<file path="src/design/tlb_pkg.sv">
// ----------------------------------------------------------------------------
// tlb_pkg
// Shared types and codes for the TLB translate and maintenance block.
// ----------------------------------------------------------------------------
package tlb_pkg;

    typedef enum logic [2:0] {
        ACT_TRANSLATE  = 3'd0,
        ACT_READ       = 3'd1,
        ACT_WRITE      = 3'd2,
        ACT_SEARCH     = 3'd3,
        ACT_INVALIDATE = 3'd4
    } t_action;

    typedef enum logic [2:0] {
        FLT_NONE     = 3'd0,
        FLT_REFILL   = 3'd1,
        FLT_FETCH    = 3'd2,
        FLT_LOAD     = 3'd3,
        FLT_STORE    = 3'd4,
        FLT_PRIV     = 3'd5,
        FLT_MODIFY   = 3'd6
    } t_fault;

    localparam logic [1:0] KIND_FETCH = 2'd0;
    localparam logic [1:0] KIND_LOAD  = 2'd1;
    localparam logic [1:0] KIND_STORE = 2'd2;

    localparam logic [2:0] INV_ALL      = 3'd0;
    localparam logic [2:0] INV_ALL1     = 3'd1;
    localparam logic [2:0] INV_GLOBAL   = 3'd2;
    localparam logic [2:0] INV_LOCAL    = 3'd3;
    localparam logic [2:0] INV_ASID     = 3'd4;
    localparam logic [2:0] INV_ASID_VA  = 3'd5;
    localparam logic [2:0] INV_MATCH_VA = 3'd6;
    localparam logic [2:0] INV_BAD      = 3'd7;

    localparam logic [1:0] CFG_DIRECT = 2'd0;
    localparam logic [1:0] CFG_WIN0   = 2'd1;
    localparam logic [1:0] CFG_WIN1   = 2'd2;

    localparam logic [5:0] PS_MIN = 6'd12;
    localparam logic [5:0] PS_MAX = 6'd30;

    typedef struct packed {
        logic [18:0] vppn;
        logic [5:0]  ps;
        logic        g;
        logic [9:0]  asid;
        logic        present;
    } t_tag;

    typedef struct packed {
        logic [19:0] ppn;
        logic [1:0]  plv;
        logic [1:0]  mat;
        logic        d;
        logic        v;
    } t_page;

    typedef struct packed {
        logic [2:0]  action;
        logic [31:0] vaddr;
        logic [1:0]  kind;
        logic [1:0]  plv;
        logic [9:0]  asid;
        logic [3:0]  index;
        logic [5:0]  ps;
        logic [31:0] lo0;
        logic [31:0] lo1;
        logic        not_exist;
        logic        refill;
        logic [2:0]  op;
    } t_req;

    typedef struct packed {
        logic [31:0] paddr;
        logic [2:0]  fault;
        logic        found;
        logic [3:0]  found_index;
        logic [31:0] entry_hi;
        logic [31:0] read_lo0;
        logic [31:0] read_lo1;
        logic [5:0]  entry_ps;
        logic [9:0]  entry_asid;
        logic        op_ok;
    } t_rsp;

    function automatic t_page unpack_lo(input logic [31:0] w);
        t_page p;
        p.ppn = w[27:8];
        p.plv = w[3:2];
        p.mat = w[5:4];
        p.d   = w[1];
        p.v   = w[0];
        return p;
    endfunction

    function automatic logic [31:0] pack_lo(input t_page p, input logic g);
        return {4'd0, p.ppn, 1'b0, g, p.mat, p.plv, p.d, p.v};
    endfunction

endpackage

</file>
<file path="src/design/tlb_store.sv">
// ----------------------------------------------------------------------------
// tlb_store
// Entry storage: tag and page pair registers, write and selective clear.
// ----------------------------------------------------------------------------
module tlb_store import tlb_pkg::*; #(
    parameter int ENTRIES = 16
) (
    input  logic                i_clk,
    input  logic                i_rst_n,
    input  logic                i_update,
    input  t_req                i_req,
    output t_tag  [ENTRIES-1:0] o_tag,
    output t_page [ENTRIES-1:0] o_even,
    output t_page [ENTRIES-1:0] o_odd
);

    t_tag  [ENTRIES-1:0] r_tag;
    t_page [ENTRIES-1:0] r_even;
    t_page [ENTRIES-1:0] r_odd;
    logic  [ENTRIES-1:0] n_clr;

    always_comb begin
        for (int i = 0; i < ENTRIES; i++) begin
            unique case (i_req.op)
                INV_GLOBAL:   n_clr[i] = r_tag[i].g;
                INV_LOCAL:    n_clr[i] = !r_tag[i].g;
                INV_ASID:     n_clr[i] = !r_tag[i].g && r_tag[i].asid == i_req.asid;
                INV_ASID_VA:  n_clr[i] = !r_tag[i].g && r_tag[i].asid == i_req.asid
                                         && r_tag[i].vppn == i_req.vaddr[31:13];
                INV_MATCH_VA: n_clr[i] = (r_tag[i].g || r_tag[i].asid == i_req.asid)
                                         && r_tag[i].vppn == i_req.vaddr[31:13];
                INV_BAD:      n_clr[i] = 1'b0;
                default:      n_clr[i] = 1'b1;
            endcase
        end
    end

    always_ff @(posedge i_clk) begin
        if (!i_rst_n) begin
            r_tag  <= '0;
            r_even <= '0;
            r_odd  <= '0;
        end else if (i_update) begin
            if (i_req.action == ACT_WRITE) begin
                for (int i = 0; i < ENTRIES; i++) begin
                    if (32'(i_req.index) == 32'(i)) begin
                        r_tag[i].vppn    <= i_req.vaddr[31:13];
                        r_tag[i].ps      <= i_req.ps;
                        r_tag[i].g       <= i_req.lo0[6] & i_req.lo1[6];
                        r_tag[i].asid    <= i_req.asid;
                        r_tag[i].present <= i_req.refill | ~i_req.not_exist;
                        r_even[i]        <= unpack_lo(i_req.lo0);
                        r_odd[i]         <= unpack_lo(i_req.lo1);
                    end
                end
            end else if (i_req.action == ACT_INVALIDATE) begin
                for (int i = 0; i < ENTRIES; i++) begin
                    if (n_clr[i]) begin
                        r_tag[i].present <= 1'b0;
                    end
                end
            end
        end
    end

    assign o_tag  = r_tag;
    assign o_even = r_even;
    assign o_odd  = r_odd;

endmodule

</file>
<file path="config.mk">
export PLATFORM = sky130hd
export DESIGN_NAME = tlb_store
export DESIGN_NICKNAME = d
export VERILOG_FILES = /design/src/design/tlb_pkg.sv /design/src/design/tlb_store.sv
export SDC_FILE = /design/constraint.sdc
export NUM_CORES = 2
export LEC_CHECK = 0
export BUFFER_PORTS_ARGS = -buffer_cell sky130_fd_sc_hd__buf_2
export CORE_AREA = 3 3 605 607
export CTS_BUF_LIST = sky130_fd_sc_hd__clkbuf_4
export DETAILED_ROUTE_END_ITERATION = 16
export DIE_AREA = 0 0 608 610
export HOLD_SLACK_MARGIN = 0.08
export SYNTH_ARGS = -nofsm -noshare
export SYNTH_HDL_FRONTEND = slang
export SYNTH_SLANG_ARGS = --single-unit
export TNS_END_PERCENT = 5
</file>
<file path="constraint.sdc">
create_clock -name i_clk -period 2.3 [get_ports i_clk]
set_input_delay 0.115 -clock i_clk [delete_from_list [all_inputs] [get_ports i_clk]]
set_output_delay 0.115 -clock i_clk [all_outputs]
set_load 0.01 [all_outputs]
</file>
Word-level counts from Yosys, hierarchy flattened
Index checks and enable logic that the tools add are counted.
- register bits after elaboration: 1424
- input port bits: 131
- output and inout bits: 1424
- word-level logic and storage cells: 524
- equal/unequal tests: 71
- mux-type cells: 80
- bitwise logic cells: 3
- reductions and logical operators: 130
- operators with widths (operator ; number):
    $eq 19x19->1 ; 16
    $eq 10x10->1 ; 16
    $pmux 1 s6 ; 16
    $mux 1 ; 64
    $reduce_and 4->1 ; 16
    $logic_and 1x1->1 ; 48
    $reduce_and 3->1 ; 16
    $reduce_bool 2->1 ; 17
    $eq 4x4->1 const B ; 8
    $ne 2x1->1 const B ; 16
    $eq 4x3->1 const B ; 4
    $logic_not 1->1 ; 16
    $logic_or 1x1->1 ; 16
    $eq 3x3->1 const B ; 5
    $eq 3x2->1 const B ; 3
    $eq 4x2->1 const B ; 2
    $eq 4x1->1 const B ; 1
    $logic_not 4->1 ; 1
    $and 1x1->1 ; 1
    $not 1->1 ; 1
    $or 1x1->1 ; 1

Logic depth before layout (Yosys ltp)
- depth in word-level cells: 7
- mapped depth: 10
- mapped depth without buffers: 7

Worst setup path before layout
OpenSTA, ideal clock, no wires.
- kind: in2reg
- start point: input i_req[111] in the netlist's numbering
- end point: register r_tag, in the netlist o_tag[296]
- library setup time: 0.126 ns
- arrival time: 1.726 ns
- data required time: 2.174 ns
- setup slack: 0.448 ns
- stages: 10
- path buffers: 3
- path through: buf_2 -> buf_2 -> clkbuf_1 -> xor2_1 -> nor4_1 -> nand4_1 -> nor4_1 -> o21ai_0 -> nand3_1 -> o211ai_1
- cells in the longest elaborated chain, start to end: 5
- elaborated cells between the ends (all ways): 6
- those cells by class: eq/ne: 1; mux: 1; reduce/logical: 4
- ends and longest elaborated chain (element ; line ; RTL):
    from (decl) ; tlb_store.sv:11 ; input t_req i_req,
    $eq 19x19->1 * ; tlb_store.sv:29, tlb_store.sv:31 ;
    $logic_and 1x1->1 (on tied branches) ; tlb_store.sv:31, tlb_store.sv:29 ;
    $pmux 1 s6 * ; tlb_store.sv:24 ; unique case (i_req.op)
    $reduce_bool 2->1 (no source line) * ; - ;
    $reduce_and 4->1 (no source line) * ; - ;
    to (decl) ; tlb_store.sv:17 ; t_tag [ENTRIES-1:0] r_tag;
Mark *: on every way between the ends. The rest lies on a longest branch, timed or not.
A chain may end at the register's enable or synchronous reset.

Worst setup path in the final report
- start point: input i_req[119] in the netlist's numbering
- end point: register r_tag, in the netlist o_tag[407]
The elaborated chain is that of the path after synthesis.

==> summary.txt <==
Global routing
  – Remaining Overflow, GRT: 0
  – Gr usage total: 19.4%
  – Vias in the first global route: approximately 57000
  – First-pass GRT wire length: 499000 um
  – Largest net degree at the start of global routing: slightly above 100
  – Antenna violations before repair: 46

Min path
  – Hold Startpoint: i_req[125]
  – Worst Hold End: o_odd[312]
  – Worst hold path depth: 9
  – HP Class: input pin to flop

Layout
  – Share of cells above drive strength 1: 30.2%
  – P&R area growth vs syn: 46.6%
  – Nets@finish: 9274
  – Most common cell after layout, fill and taps aside: nand2_1
  – Most frequent cells in the layout: nand2_1, buf_2, dfxtp_1
  – Seq. cell area: 0.0289 sq mm
  – Filler cells: 39800
  – Multi-input logic area: 0.0253 sq mm

Power
  – Power Total: 52600 uW
  – Lkg Pwr: 0.0328 uW
  – Worst vdd ir: 0.516 mV
  – PwrDens: approximately 640 mW/mm^2

Yosys
  – Synthesized cell area: 0.0564 sq mm
  – Asr flop ratio synth: 0%
  – Syn_area_per_cell: 7.83 sq um
  – Synth Register Bits: approximately 1400
  – Ys Warns: 0
  – Post-synth net total: 7327
  – Post-Syn Instances: 7196
  – Distinct cells, synth: 51
  – Synth Flop Type: dfxtp_1
  – Post-synthesis sequential area ratio: 50.6%
  – Post-synth EDFFs: 0

STA
  – Clk_skew: 107 ps
  – Final max-slew violation count: 0
  – Slew headroom: 15.0%
  – Worst Tran Pin Value: 1270 ps
  – Min Hold Slack: 160 ps
  – Worst setup margin: -184 ps
  – Min Tclk post-route: 2480 ps
  – Crit share post-route: 108%
  – Max Freq: 0.403 GHz
  – RSZ-0062 raised after global routing: yes
  – Setup violations, final: 36
  – Final Hold Vio Count: 0

Setup path
  – CP required: 3560 ps
  – Worst Setup End Kind: flop
  – Crit. Startpoint: i_req[119]
  – Reg2Reg Setup Slack: -40 ps
  – CP Data Arrival Time: 3750 ps
  – Startpoint types: input pin
  – Worst reg2reg path endpoint: o_tag[185]
  – CP max FO: 26
  – Reg2Reg Launch Point: o_tag[208]
  – WS Path Type: input pin to flop
  – R2R depth: 8

Clock tree
  – CTS max path bufs: 4
  – Root buf cell: clkbuf_4
  – CTS buffer count: 399
  – CTS tree: built
  – Clock slew at reported path FFs: approximately 70 ps
  – Clock Latency Late Sink: about 1400 ps
  – Sink Count: 1424
  – H-tree Lvls: 5

Placement
  – Post-DP HPWL: 278000 um
  – GPL Wtd Cong: 0.877
  – Port buffer count: 1527

Floorplanning
  – Starting Density: 15.6%
  – # IOs: 1555
  – Core area: 0.362 sq mm
  – Die area: 0.371 sq mm
  – Rows: between 200 and 250
  – Die Ht: 610 um
  – Die W: 608 um

Drt
  – Post-route DRC: 0
  – Drt initial violations: 6357
  – DR WL/cell: 27.1 um
  – Drt via density: 4.32
  – DRT Pass-1 Iters: 6
  – DRT Wirelength: 385000 um
  – Overall via count from detail_route: 61500
  – Routed Antenna Nets: 0

Flow run
  – Max-cap violation count: 0

Run status
  – Outcome: complete, but fails checks
  – Violated checks: setup timing
-- cells by family after synthesis --
group	after synthesis	synth area share, %
mux	11	0.195
flops	1424	50.6
simple gates	3091	21.6
compound gates	1497	15.0
xor+xnor	466	7.24
buf+inv	707	5.31
-- stage by stage --
stage               setup slack (ps)  util (%)  setup TNS (ps)  cell area [sq um]  instances
CTS                             -131      22.6           -1700              81900      14200
finish                          -184      22.9           -1660              82600      14200
global route                   -53.7      22.8            -311              82600      14200
detailed placement             -1030      19.8           -5210              71500      13200
floorplan                        448         -               0              56400       7196
global placement                -964      19.8           -5290              71500      13200
-- power by group --
| part | internal [uW] | total (uW) | leakage [uW] | switching (uW) |
|---|---|---|---|---|
| registers | 24600 | 24700 | 0.0116 | 45.7 |
| logic | 1230 | 3630 | 0.0182 | 2410 |
| clock network | 12300 | 24300 | 0.00300 | 12000 |
-- worst max path at each step --
| stage | endpoint | slack (ps) | cells past startpoint |
|---|---|---|---|
| after floorplan | o_tag[296] | 450 | 10 |
| after global placement | o_tag[185] | -960 | 11 |
| after detailed placement | o_tag[185] | -1030 | 11 |
| after CTS | o_tag[185] | -130 | 8 |
| after global routing | o_tag[216] | -50 | 11 |
| final | o_tag[407] | -180 | 11 |
-- per-layer routing --
metal  global-route usage, %  vias up  wire, um  share of wire [%]
li1                        -    27300         -                  -
met1                    21.5    29500    138000                 36
met2                    31.8     3835    176000                 46
met3                    6.79      938     42100                 11
met4                    12.1       22     28800                7.5
met5                       0        -       144              0.037
-- worst max-delay path, stage by stage --
cell and delay, ps:
dlygate4sd3_1 530, buf_2 200, dlygate4sd3_1 820, buf_12 280, xnor2_1 160, nand4_1 330
nor4_4 440, buf_4 180, a31oi_1 160, o22ai_1 250, mux2i_1 200
-- flip-flops by register name (all words and copies together) (netlist names) --
register  count
o_odd       416
o_even      416
o_tag       592
-- what timing repair did --
| item | in CTS | in global routing |
|---|---|---|
| buffers inserted | 8 | 0 |
| gates cloned | 0 | 0 |
| resized for setup | 672 | 45 |
| hold buffers | 328 | 48 |
| hold endpoints to repair | 1424 | 185 |
| endpoints found under the setup margin | 281 | 56 |
| pin swaps | 8 | 7 |
-- Yosys cell counts, types with 3 or more instances --
cell	count	area, sq um
buf_2	131	656
and2_1	7	43.8
and3_1	4	25.0
o22ai_1	10	62.6
a21boi_0	327	2450
o311ai_0	3	26.3
clkbuf_1	532	2000
mux2i_1	11	110
xor2_1	262	2290
buf_6	15	169
nor3_1	12	60.1
xnor2_1	204	1790
nand4_1	67	419
nand3_1	8	40.0
dfxtp_1	1424	28500
nor2_1	56	210
nor2_8	4	80.1
nor3b_1	3	22.5
or3_1	7	43.8
a221o_1	6	60.1
nand3b_1	3	22.5
and3b_1	3	26.3
nand2_1	2828	10600
a21o_1	3	22.5
a21oi_2	10	87.6
buf_1	12	45.0
nor4_1	70	438
o31ai_1	5	37.5
a31oi_1	9	56.3
nand2b_1	3	18.8
a21oi_1	1083	5420
buf_4	14	105
a32oi_1	3	26.3
nand2_2	7	43.8
o21ai_0	30	150
-- layout make-up --
cell class                      instances  area share, %
Clock buffer                          594           5.40
Multi-Input combinational cell       5065           30.7
Tap cell                             4794           7.26
Clock inverter                         86          0.684
Inverter                                2         0.0182
Timing Repair Buffer                 2251           20.9
Antenna cell                           22         0.0666
Sequential cell                      1424           35.0
Power figures use the tool's default switching activity.
