--- config.mk ---
export PLATFORM = sky130hd
export DESIGN_NAME = tlb_lookup
export DESIGN_NICKNAME = d
export VERILOG_FILES = /design/src/design/tlb_pkg.sv /design/src/design/tlb_lookup.sv
export SDC_FILE = /design/constraint.sdc
export NUM_CORES = 2
export LEC_CHECK = 0
export BUFFER_PORTS_ARGS = -buffer_cell sky130_fd_sc_hd__buf_2
export CORE_AREA = 8 8 684 686
export DETAILED_ROUTE_END_ITERATION = 10
export DIE_AREA = 0 0 692 694
export SYNTH_ARGS = -nofsm -noshare
export SYNTH_HDL_FRONTEND = slang
export SYNTH_SLANG_ARGS = --single-unit
--- constraint.sdc ---
create_clock -name vclk -period 24.6
set_clock_uncertainty 0.05 [all_clocks]
set_input_delay 1.23 -clock vclk [all_inputs]
set_output_delay 1.23 -clock vclk [all_outputs]
set_load 0.01 [all_outputs]
--- src/design/tlb_pkg.sv ---
// ----------------------------------------------------------------------------
// tlb_pkg
// Shared types and codes for the TLB translate and maintenance block.
// ----------------------------------------------------------------------------
package tlb_pkg;

    typedef enum logic [2:0] {
        ACT_TRANSLATE  = 3'd0,
        ACT_READ       = 3'd1,
        ACT_WRITE      = 3'd2,
        ACT_SEARCH     = 3'd3,
        ACT_INVALIDATE = 3'd4
    } t_action;

    typedef enum logic [2:0] {
        FLT_NONE     = 3'd0,
        FLT_REFILL   = 3'd1,
        FLT_FETCH    = 3'd2,
        FLT_LOAD     = 3'd3,
        FLT_STORE    = 3'd4,
        FLT_PRIV     = 3'd5,
        FLT_MODIFY   = 3'd6
    } t_fault;

    localparam logic [1:0] KIND_FETCH = 2'd0;
    localparam logic [1:0] KIND_LOAD  = 2'd1;
    localparam logic [1:0] KIND_STORE = 2'd2;

    localparam logic [2:0] INV_ALL      = 3'd0;
    localparam logic [2:0] INV_ALL1     = 3'd1;
    localparam logic [2:0] INV_GLOBAL   = 3'd2;
    localparam logic [2:0] INV_LOCAL    = 3'd3;
    localparam logic [2:0] INV_ASID     = 3'd4;
    localparam logic [2:0] INV_ASID_VA  = 3'd5;
    localparam logic [2:0] INV_MATCH_VA = 3'd6;
    localparam logic [2:0] INV_BAD      = 3'd7;

    localparam logic [1:0] CFG_DIRECT = 2'd0;
    localparam logic [1:0] CFG_WIN0   = 2'd1;
    localparam logic [1:0] CFG_WIN1   = 2'd2;

    localparam logic [5:0] PS_MIN = 6'd12;
    localparam logic [5:0] PS_MAX = 6'd30;

    typedef struct packed {
        logic [18:0] vppn;
        logic [5:0]  ps;
        logic        g;
        logic [9:0]  asid;
        logic        present;
    } t_tag;

    typedef struct packed {
        logic [19:0] ppn;
        logic [1:0]  plv;
        logic [1:0]  mat;
        logic        d;
        logic        v;
    } t_page;

    typedef struct packed {
        logic [2:0]  action;
        logic [31:0] vaddr;
        logic [1:0]  kind;
        logic [1:0]  plv;
        logic [9:0]  asid;
        logic [3:0]  index;
        logic [5:0]  ps;
        logic [31:0] lo0;
        logic [31:0] lo1;
        logic        not_exist;
        logic        refill;
        logic [2:0]  op;
    } t_req;

    typedef struct packed {
        logic [31:0] paddr;
        logic [2:0]  fault;
        logic        found;
        logic [3:0]  found_index;
        logic [31:0] entry_hi;
        logic [31:0] read_lo0;
        logic [31:0] read_lo1;
        logic [5:0]  entry_ps;
        logic [9:0]  entry_asid;
        logic        op_ok;
    } t_rsp;

    function automatic t_page unpack_lo(input logic [31:0] w);
        t_page p;
        p.ppn = w[27:8];
        p.plv = w[3:2];
        p.mat = w[5:4];
        p.d   = w[1];
        p.v   = w[0];
        return p;
    endfunction

    function automatic logic [31:0] pack_lo(input t_page p, input logic g);
        return {4'd0, p.ppn, 1'b0, g, p.mat, p.plv, p.d, p.v};
    endfunction

endpackage

--- src/design/tlb_lookup.sv ---
// ----------------------------------------------------------------------------
// tlb_lookup
// Combinational translate, read and search on the registered request.
// ----------------------------------------------------------------------------
module tlb_lookup import tlb_pkg::*; #(
    parameter int ENTRIES = 16
) (
    input  t_req                i_req,
    input  logic                i_direct,
    input  logic [31:0]         i_win0,
    input  logic [31:0]         i_win1,
    input  t_tag  [ENTRIES-1:0] i_tag,
    input  t_page [ENTRIES-1:0] i_even,
    input  t_page [ENTRIES-1:0] i_odd,
    output t_rsp                o_rsp
);

    localparam int IW = (ENTRIES > 1) ? $clog2(ENTRIES) : 1;

    logic [ENTRIES-1:0] w_thit;
    logic [ENTRIES-1:0] w_shit;
    logic [IW-1:0]      w_tidx;
    logic [IW-1:0]      w_sidx;
    logic               w_tany;
    logic               w_sany;
    logic               w_w0;
    logic               w_w1;
    t_tag               w_t;
    t_page              w_p;
    logic [31:0]        w_mask;
    logic [31:0]        w_ppa;
    logic               w_rdok;
    logic [IW-1:0]      w_ridx;

    always_comb begin
        for (int i = 0; i < ENTRIES; i++) begin
            logic [31:0] sh;
            sh = 32'(i_tag[i].ps) - 32'd12;
            w_thit[i] = i_tag[i].present
                && (i_tag[i].g || i_tag[i].asid == i_req.asid)
                && i_tag[i].ps >= PS_MIN && i_tag[i].ps <= PS_MAX
                && ((32'(i_tag[i].vppn) >> sh[4:0]) == (i_req.vaddr >> sh[4:0] >> 13));
            w_shit[i] = i_tag[i].present
                && (i_tag[i].g || i_tag[i].asid == i_req.asid)
                && i_tag[i].vppn == i_req.vaddr[31:13];
        end
        w_tidx = '0;
        w_sidx = '0;
        w_tany = 1'b0;
        w_sany = 1'b0;
        for (int i = ENTRIES - 1; i >= 0; i--) begin
            if (w_thit[i]) begin
                w_tidx = IW'(i);
                w_tany = 1'b1;
            end
            if (w_shit[i]) begin
                w_sidx = IW'(i);
                w_sany = 1'b1;
            end
        end
    end

    assign w_w0 = i_win0[31:29] == i_req.vaddr[31:29] && i_win0[i_req.plv];
    assign w_w1 = i_win1[31:29] == i_req.vaddr[31:29] && i_win1[i_req.plv];
    assign w_t  = i_tag[w_tidx];
    assign w_p  = i_req.vaddr[w_t.ps[4:0]] ? i_odd[w_tidx] : i_even[w_tidx];
    assign w_mask = (32'd1 << w_t.ps[4:0]) - 32'd1;
    assign w_ppa  = (({12'd0, w_p.ppn} << 12) & ~w_mask) | (i_req.vaddr & w_mask);
    assign w_rdok = 32'(i_req.index) < 32'(ENTRIES);
    assign w_ridx = IW'(i_req.index);

    always_comb begin
        o_rsp = '0;
        o_rsp.op_ok = 1'b1;
        unique case (i_req.action)
            ACT_TRANSLATE: begin
                o_rsp.paddr = i_req.vaddr;
                if (i_direct) begin
                    o_rsp.paddr = i_req.vaddr;
                end else if (w_w0) begin
                    o_rsp.paddr = {i_win0[27:25], i_req.vaddr[28:0]};
                end else if (w_w1) begin
                    o_rsp.paddr = {i_win1[27:25], i_req.vaddr[28:0]};
                end else if (!w_tany) begin
                    o_rsp.fault = FLT_REFILL;
                end else if (!w_p.v) begin
                    if (i_req.kind == KIND_FETCH) o_rsp.fault = FLT_FETCH;
                    else if (i_req.kind == KIND_LOAD) o_rsp.fault = FLT_LOAD;
                    else if (i_req.kind == KIND_STORE) o_rsp.fault = FLT_STORE;
                end else if (i_req.plv > w_p.plv) begin
                    o_rsp.fault = FLT_PRIV;
                end else if (i_req.kind == KIND_STORE && !w_p.d) begin
                    o_rsp.fault = FLT_MODIFY;
                end else begin
                    o_rsp.paddr = w_ppa;
                end
            end
            ACT_READ: begin
                if (w_rdok && i_tag[w_ridx].present) begin
                    o_rsp.found      = 1'b1;
                    o_rsp.entry_hi   = {i_tag[w_ridx].vppn, 13'd0};
                    o_rsp.read_lo0   = pack_lo(i_even[w_ridx], i_tag[w_ridx].g);
                    o_rsp.read_lo1   = pack_lo(i_odd[w_ridx], i_tag[w_ridx].g);
                    o_rsp.entry_ps   = i_tag[w_ridx].ps;
                    o_rsp.entry_asid = i_tag[w_ridx].asid;
                end
            end
            ACT_SEARCH: begin
                o_rsp.found       = w_sany;
                o_rsp.found_index = 4'(w_sidx);
            end
            ACT_INVALIDATE: begin
                o_rsp.op_ok = i_req.op != INV_BAD;
            end
            default: begin
                o_rsp.op_ok = 1'b1;
            end
        endcase
    end

endmodule

Word level (Yosys, flattened, before mapping)
Cells that the tools add are included.

Output and inout port bits: 153. Register bits after elaboration: 0. Word-level logic and storage cells: 356.

Add/sub/neg operators: 17. Reduce and logical (&&, ||, !) cells: 102. $lt $le $gt $ge: 37. Bitwise operators: 4. Shifts and indexed selects: 33. Eq/ne operators: 56. Multiplexer cells: 107.

Operators by type and width (number): 32-bit by 19-bit equality test with 1-bit output (16); 19-bit by 5-bit >> shifter with 32-bit output (16); 32-bit by 5-bit >> shifter with 32-bit output (16); 26-bit binary-select mux with 4-bit select (4); 19-bit equality test (16); 37-bit binary-select mux with 4-bit select (2); 112-bit 2-to-1 mux (2); 32-bit 2-to-1 mux (7); 10-bit equality test (16); 4-bit 2-to-1 mux (33); 26-bit 2-to-1 mux (5); 6-bit by 4-bit greater-or-equal comparator with 1-bit output, second input constant (16); 6-bit by 5-bit <= comparator with 1-bit output, second input constant (16); 1-bit logical AND (83); 5-bit by 4-bit subtractor with 5-bit output, second input constant (16); 32-bit AND (2); 1-bit 2-to-1 mux (37); 37-bit 2-to-1 mux (1); 35-bit 2-to-1 mux (1); 32-bit inverter (1); 32-bit OR (1); 1-bit by 5-bit << shifter with 32-bit output, first input constant (1); 32-bit by 1-bit subtractor with 32-bit output, second input constant (1); 3-bit 2-to-1 mux (10); 19 further kinds (37).

Depth between registers and ports, before layout
Word-level depth: 37. Mapped depth: 38. Depth with buffers taken out: 29.

Worst setup path before layout
OpenSTA, ideal clock, no wires.

Path type: input to output. From: input port i_req[117] in the netlist's numbering. To: output port o_rsp[135] in the netlist's numbering. Slack: 14.925 ns. Stages: 36. Arrival time: 8.395 ns. Required time: 23.320 ns. Cell sequence: buf_2 > buf_2 > buf_2 > mux2i_1 > xnor2_1 > o221ai_1 > nor2_1 > o41ai_1 > o2111ai_1 > and2_1 > a2111o_1 > buf_2 > nand2_1 > buf_2 > buf_2 > buf_2 > buf_2 > buf_2 > buf_2 > buf_2 > buf_2 > mux2i_1 > nand2_1 > nand3_1 > a31oi_1 > mux2i_1 > ha_1 > nor2b_1 > o21ai_0 > o21ai_0 > nor2_1 > nand2_1 > mux2i_2 > buf_2 > a21oi_1 > a311oi_1.

RTL lines: start: declaration (line tlb_lookup.sv:8) `input t_req i_req,`; end: declaration (line tlb_lookup.sv:15) `output t_rsp o_rsp`.

==> qor.yml <==
place:
  place_congestion: 0.9957
  dpl.hpwl_mm: 452.1
  io_buffers: 1631
  dp_cells: 11460
global_routing:
  grt_max_degree: 79
  antenna_found_initial: 536
  grt_pass1_vias: 43840
  grt_pass1_wl_mm: 596.1
  grtUsageTotal_pct: 19.60
  grt_overflow_total: 0
sta:
  finalCritPeriodShare_pct: 64.53
  maxSlewViolCount: 0
  rsz0062_at_grt: "no"
  final_hold_viol_count: 0
  finalCriticalPeriod_ns: 15.87
  worst_slew_pin_slew_ns: 1.274
  finalSetupViolations: 0
  slew_headroom_pct: 14.49
  fmax_mhz: 63.00
  setup_tns_ns: 0
critical_path:
  critical_path.slowest_cell: "nor3_1"
  critPathArrivalTime_ns: 14.59
  crit_type: "in -> out"
  slowest_delay_ns: 1.03
  crit_fanout: 31
  cp-end-kind: "output port"
  cp-start-kind: "primary input"
  required_ns: 23.32
  crit_path_frequent_cell: "buf_4"
floorplanning:
  core_mm2: 0.4574
  die_w_um: 692
  num_io_pins: 1770
  die_h_um: 694
  initial_core_util_pct: 7.601
  dieArea_mm2: 0.4802
  num_rows: 249
cells_and_area:
  clkbuf_count: 0
  drive_gt1_share_pct: 44.71
  mostFrequentLayoutCell: "buf_2"
  final_cell_mix: "1,625 x buf_2, 479 x mux4_2, 428 x mux2i_1"
  regArea_um2: 0
  stdcell_count: 12050
  nets: 7071
  seq_cell_count: 0
  syn_to_final_growth_pct: 47.79
drt:
  wl_mm: 500.2
  wl_per_cell_um: 41.50
  dr.pass1.iters: 5
  drc: 0
  avgViaCountPerCell: 3.999
  vias: 48210
  ant_nets: 0
  dr.first_iter.drc_count: 6153
status:
  outcome: "finished, final reports clean"
logic_synthesis:
  syn-cell-area_mm2: 0.03476
  ys_warn_count: 0
  synth_cell_types: 98
  synth_seq_area_share_pct: 0
  syn_avg_cell_area_um2: 8.548
  synth_cells: 4067
clock_network:
  hold_buffers: 0
  cts_resized: 0
  cts_setup_buffers: 0
hold_path:
  hold_class: "in -> out"
flow_run:
  cap_violations: 0
[cell usage after synthesis, types with 20 or more instances]
| library cell | instances | area, µm² |
|---|---|---|
| a31oi_1 | 43 | 269.0 |
| nand4_1 | 79 | 494.2 |
| a211oi_1 | 25 | 187.7 |
| mux2_2 | 135 | 1520 |
| o211ai_1 | 92 | 690.7 |
| xor2_1 | 195 | 1708 |
| o22ai_1 | 28 | 175.2 |
| a21oi_1 | 164 | 820.8 |
| xnor2_1 | 334 | 2925 |
| buf_4 | 31 | 232.7 |
| nand2_1 | 374 | 1404 |
| nor3_1 | 77 | 385.4 |
| clkbuf_1 | 191 | 716.9 |
| mux4_2 | 479 | 10790 |
| nor4_1 | 46 | 287.8 |
| buf_2 | 109 | 545.5 |
| o21ai_0 | 145 | 725.7 |
| nand3_1 | 176 | 880.8 |
| nand2b_1 | 22 | 137.6 |
| and3_1 | 20 | 125.1 |
| mux2i_1 | 429 | 4294 |
| nor2b_1 | 105 | 656.9 |
| nor2_1 | 248 | 930.9 |
| inv_1 | 59 | 221.5 |
| buf_1 | 76 | 285.3 |
[metrics by stage]
step	hold WS, ns	area, µm²	setup slack [ns]	utilization, %
after global routing	2.829	50940	8.429	11.14
after floorplan	2.501	34850	14.92	-
after global placement	2.805	49880	8.835	10.91
after detailed placement	2.803	49880	8.791	10.91
after CTS	2.805	49880	8.752	10.91
final	2.807	51380	8.726	11.23
[logic make-up (layout without fill, tap and decap cells)]
| kind of cell | Yosys count | count (layout) | synth area share [%] |
|---|---|---|---|
| AOI/OAI and AO/OA | 755 | 755 | 14.81 |
| adders and majority gates | 20 | 20 | 0.7126 |
| other | 1 | 620 | 0.01079 |
| and+or+nand+nor | 1235 | 1235 | 17.20 |
| muxes | 1047 | 1047 | 47.91 |
| buffers and inverters | 480 | 1824 | 6.039 |
| xor gates and xnor gates | 529 | 529 | 13.33 |
[final timing paths]
path                       from          to  slack (ns)  cells after the start
worst max-delay path  i_req[87]  o_rsp[133]        8.73                     35
worst min-delay path  i_req[96]  o_rsp[124]        2.81                      4
[worst max-delay path: cells and delay by family]
kind / cells / cell delay [ns]
and+or+nand+nor: 10 / 3.60
buffers and inverters: 8 / 3.19
adders and majority gates: 1 / 0.16
xor gates and xnor gates: 1 / 0.14
AOI/OAI and AO/OA: 12 / 4.77
muxes: 3 / 1.28
[cell type report]
class / instances / area (µm²)
fill: 53300 / 406000
multi-input combinational: 3609 / 32910
timing repair buffer: 1757 / 9188
tap: 6024 / 7537
antenna: 597 / 1494
inverter: 67 / 251.5
[per-layer routing]
layer  GRT usage (%)  vias up  wire length [µm]
li1                -    19180                 -
met1           21.47    23770            177500
met2           32.11     3862            228100
met3           8.666     1200             59380
met4           9.929      202             33830
met5               0        -              1375
